File: src/rtl/assert_macros.svh
// Assertion helpers for the RTL.
`ifndef ASSERT_MACROS_SVH
`define ASSERT_MACROS_SVH

// Implication checked at every rising clock edge outside reset.
`define ASSERT_IMPLIES(label, clk, rst_n, pre, post) \
  label: assert property (@(posedge clk) disable iff (!rst_n) (pre) |-> (post)) \
    else $error("assertion failed");

// Next-cycle implication checked outside reset.
`define ASSERT_NEXT(label, clk, rst_n, pre, post) \
  label: assert property (@(posedge clk) disable iff (!rst_n) (pre) |=> (post)) \
    else $error("assertion failed");

`endif

File: src/rtl/gri_blend.sv
// Two-stage weighted blend of two signed values, rounding half up.
module gri_blend #(
  parameter int FB = 16
) (
  input  logic          clk,
  input  logic          en,
  input  logic [31:0]   a,
  input  logic [31:0]   b,
  input  logic [FB-1:0] f,
  input  logic          avg,
  output logic [31:0]   y
);

  logic [31:0]   ua;
  logic [31:0]   ub;
  logic [FB:0]   wa;
  logic [FB:0]   wb;
  logic [32+FB:0] pa_r;
  logic [32+FB:0] pb_r;
  logic [32+FB+1:0] sum;

  // An average is a blend with weight one half on both sides.
  always_comb begin
    ua = a ^ 32'h8000_0000;
    ub = b ^ 32'h8000_0000;
    wb = avg ? (FB+1)'(1) << (FB-1) : {1'b0, f};
    wa = ((FB+1)'(1) << FB) - wb;
  end

  always_ff @(posedge clk) begin
    if (en) begin
      pa_r <= (33+FB)'(ua) * (33+FB)'(wa);
      pb_r <= (33+FB)'(ub) * (33+FB)'(wb);
    end
  end

  assign sum = (34+FB)'(pa_r) + (34+FB)'(pb_r) + ((34+FB)'(1) << (FB-1));

  always_ff @(posedge clk) begin
    if (en) begin
      y <= sum[FB+31:FB] ^ 32'h8000_0000;
    end
  end

endmodule

File: config.mk
export PLATFORM = sky130hd
export DESIGN_NAME = gri_blend
export DESIGN_NICKNAME = d
export VERILOG_FILES = /design/src/rtl/assert_macros.svh /design/src/rtl/gri_blend.sv
export SDC_FILE = /design/constraint.sdc
export NUM_CORES = 2
export LEC_CHECK = 0
export BUFFER_PORTS_ARGS = -buffer_cell sky130_fd_sc_hd__buf_2
export CAP_MARGIN = 20
export CORE_MARGIN = 2
export CORE_UTILIZATION = 60
export CTS_CLUSTER_DIAMETER = 200
export DETAILED_ROUTE_END_ITERATION = 10
export PLACE_DENSITY = 0.82
export SLEW_MARGIN = 5
export SYNTH_ARGS = -nofsm -noshare
export SYNTH_HDL_FRONTEND = slang
export SYNTH_SLANG_ARGS = --single-unit
File: constraint.sdc
create_clock -name clk -period 22 [get_ports clk]
set_input_delay 4.4 -clock clk [delete_from_list [all_inputs] [get_ports clk]]
set_output_delay 4.4 -clock clk [all_outputs]
set_load 0.01 [all_outputs]
==> run_results.csv <==
group,metric,value,unit
sta,hold_viol,0,
placed_design,port_buffers,114,
critical_path,crit_start,"avg",
synth,ys_types,74,
placed_design,globalplace.congestion,0.914,
routing,drtIter0Drc,2525,
outcome,status,"finished clean",
clock_tree,clock_latency,0.44,ns
sta,final-max-slew-violation-count,0,
floorplanning,die_w,262,um
routing,ant_nets,0,
final_layout,antenna_cells,0,
routing,drtPass1Iterations,6,
critical_path,critPathTopFamily,"adder cells",
routing,met3_length,8.33,mm
critical_path,end_kind,"flop",
run,max-cap-violations,0,
clock_tree,clk_path_buf_depth,2,
sta,post-route-min-period,12.93,ns
sta,slew_headroom,35.7,%
synth,synth-async-reset-ratio,0,%
floorplanning,num_rows,94,
grt,grt_max_degree,68,
synth,ys_ff_latch,128,
clock_tree,cts_hold_buffers,0,
final_layout,nNetsFinal,5663,
synth,synth_edf_count,128,
final_layout,drive_above_1_share,5.23,%
routing,viasPerCell,5.77,
routing,finalWirelength,98.1,mm
clock_tree,numCtsBuffers,17,
clock_tree,cts.sinks,128,
floorplanning,die_h,262,um
synth,synth_area,40000,um2
critical_path,critPathLaunchType,"input port",
floorplanning,fp.dieArea,68800,um2
grt,grt_pass1_wl,163,mm
clock_tree,post_cts_resized,0,
routing,highest_layer,"met4",
clock_tree,root_buffer,"clkbuf_16",
routing,dr_wl_met2,48.2,mm
critical_path,cp_slowest_cell,"fa_1",
grt,grt.total_usage,29.6,%
grt,grt_overflow,0,
synth,synthFlopType,"edfxtp_1",
sta,setup_ws,9.07,ns
min_path,worstHoldPathType,"reg2reg",
clock_tree,htree_levels,4,
placed_design,pre_cts_ws,8.73,ns
sta,finClkSkew,0.0108,ns
sta,worst_pin_slew,0.940,ns
synth,synth_nets,5717,
synth,syn-instance-count,4437,
clock_tree,clk_pin_slew,0.06,ns
critical_path,crit_top_cell,"fa_1",
routing,route.detailed.drc,0,
floorplanning,core,65900,um2
sta,finalCritPeriodShare,58.8,%
critical_path,crit_buf_inv,7,
synth,avgSynthCellArea,9.02,um2
critical_path,cp.arrival,13.12,ns
sta,tns,0,ns
critical_path,r2r_start,"pb_r[8]",
min_path,min-delay-start,"pb_r[47]",
critical_path,path_max_fanout,34,
critical_path,crit_type,"in2reg",
routing,wl_per_cell,18.7,um
grt,grt_pass1_vias,32400,
sta,setup_viol,0,
final_layout,area.sequential,3840,um2
final_layout,syn_to_final_growth,4.59,%
synth,ys_seq_area_share,9.61,%
critical_path,cp_data_required_time,22.19,ns
grt,grt_antenna_before_repair,4,
floorplanning,ios,115,
critical_path,max_stage_delay,0.57,ns
final_layout,fillers,5331,
clock_tree,cts_tree,"built",
final_layout,multi_input_area,31800,um2
sta,grt_setup_unrepaired,"no",
floorplanning,start_util,60.8,%
placed_design,dpl.hpwl,75.3,mm
sta,fmaxAchievable,77.3,MHz
routing,num_vias,30300,
routing,wl_met1,37.6,mm
clock_tree,post-cts-setup-buffers,0,
critical_path,r2r_setup_slack,18.00,ns
synth,yosysWarnings,0,
-- final timing paths --
path | end | depth (start not counted)
setup reg to reg | y[27] | 11
hold / removal | y[31] | 2
setup / recovery | pa_r[40] | 30
hold reg to reg | y[31] | 2
-- per-layer routing --
layer / vias to the layer above / global-route usage (%)
met3: 325 / 4.36
met2: 1428 / 50.2
met4: 0 / 11.5
met5: - / 0
li1: 13200 / -
met1: 15400 / 38.6
-- per-stage QoR --
| step | hold WS, ns | cell area, um2 | utilization, % | instances |
|---|---|---|---|---|
| finish | 0.775 | 41900 | 63.5 | 5260 |
| floorplan | 0.615 | 40000 | - | 4437 |
| global route | 0.852 | 41900 | 63.5 | 5260 |
| CTS | 0.784 | 41900 | 63.5 | 5260 |
| global placement | 0.769 | 41200 | 62.6 | 5228 |
| detailed placement | 0.761 | 41200 | 62.6 | 5228 |
-- tightest hold or removal path: cells and delay by family, from the launching register on --
| family | cells | cell delay, ns |
|---|---|---|
| XOR/XNOR | 2 | 0.24 |
| flip-flops | 1 | 0.35 |
-- synth_stat cells, types with 3 or more instances --
cell      number  area share, %
nor3_1        25           0.31
o21bai_1      23           0.43
o211ai_1      12           0.23
nor2b_1       46           0.72
a221o_1        3          0.075
nand2_1      826            7.7
o41ai_1        3          0.066
nand4_1       23           0.36
o21ai_1        4          0.050
inv_1        973            9.1
o21a_1        17           0.32
a31oi_1       14           0.22
xnor2_1       92            2.0
a21oi_1      129            1.6
o31ai_1        6           0.11
and4_1         3          0.066
clkbuf_1     201            1.9
buf_2          3          0.038
a211o_1        5           0.11
and3_1        18           0.28
a41oi_1        4          0.088
o21ai_0       58           0.73
a21boi_0       3          0.056
a211oi_1      11           0.21
fa_1         866             43
nand2b_1      21           0.33
nor2_1        87           0.82
ha_1         331             10
xor2_1        34           0.74
nand3_1       21           0.26
edfxtp_1     128            9.6
mux2i_1        4           0.10
a221oi_1       5           0.11
a21o_1        87            1.6
buf_1         15           0.14
and2_1       282            4.4
or3_1          4          0.063
or2_2          4          0.063
-- cell families (layout without fill, tap and decap cells) --
group           Yosys count  count (layout)  share of synthesized area [%]
fa+ha+maj              1197            1197                           53.7
mux                       5               5                          0.128
simple gates           1377            1377                           15.9
buf+inv                1194            1153                           11.2
flops                   128             128                           9.61
xor+xnor                126             126                           2.76
compound gates          410             410                           6.72
-- sequential cells by signal, indices dropped and copies added, names as in the netlist --
register / cells
pb_r: 48
y: 32
pa_r: 48
-- placed cells by master (no fill, tap or decap), drive strengths merged, types with 4 or more instances in the layout --
| cell type | n |
|---|---|
| o21bai | 23 |
| mux2i | 4 |
| buf | 148 |
| fa | 866 |
| or3 | 4 |
| nand4 | 23 |
| or2 | 4 |
| a221oi | 6 |
| o211ai | 12 |
| a211o | 5 |
| nand2 | 826 |
| nor3 | 25 |
| ha | 331 |
| a41oi | 4 |
| nor4 | 5 |
| nor2b | 47 |
| o31ai | 7 |
| bufinv | 4 |
| a21o | 87 |
| and3 | 19 |
| clkbuf | 18 |
| xor2 | 34 |
| and2 | 282 |
| nand2b | 21 |
| nor2 | 87 |
| nand3 | 22 |
| xnor2 | 92 |
| a21oi | 130 |
| edfxtp | 128 |
| a31oi | 15 |
| clkinv | 5 |
| o21a | 17 |
| o21ai | 63 |
| a211oi | 11 |
| inv | 975 |
-- layout make-up --
type / instances / share of cell area [%]
Timing Repair Buffer: 148 / 1.98
Inverter: 973 / 8.73
Multi-Input combinational cell: 3115 / 76.1
Clock inverter: 14 / 0.451
Sequential cell: 128 / 9.18
Clock buffer: 18 / 1.03
Tap cell: 864 / 2.58
Power is left out: the tool's default activity adds up to more than one toggle a clock period on the data nets, which glitch-free logic cannot reach.
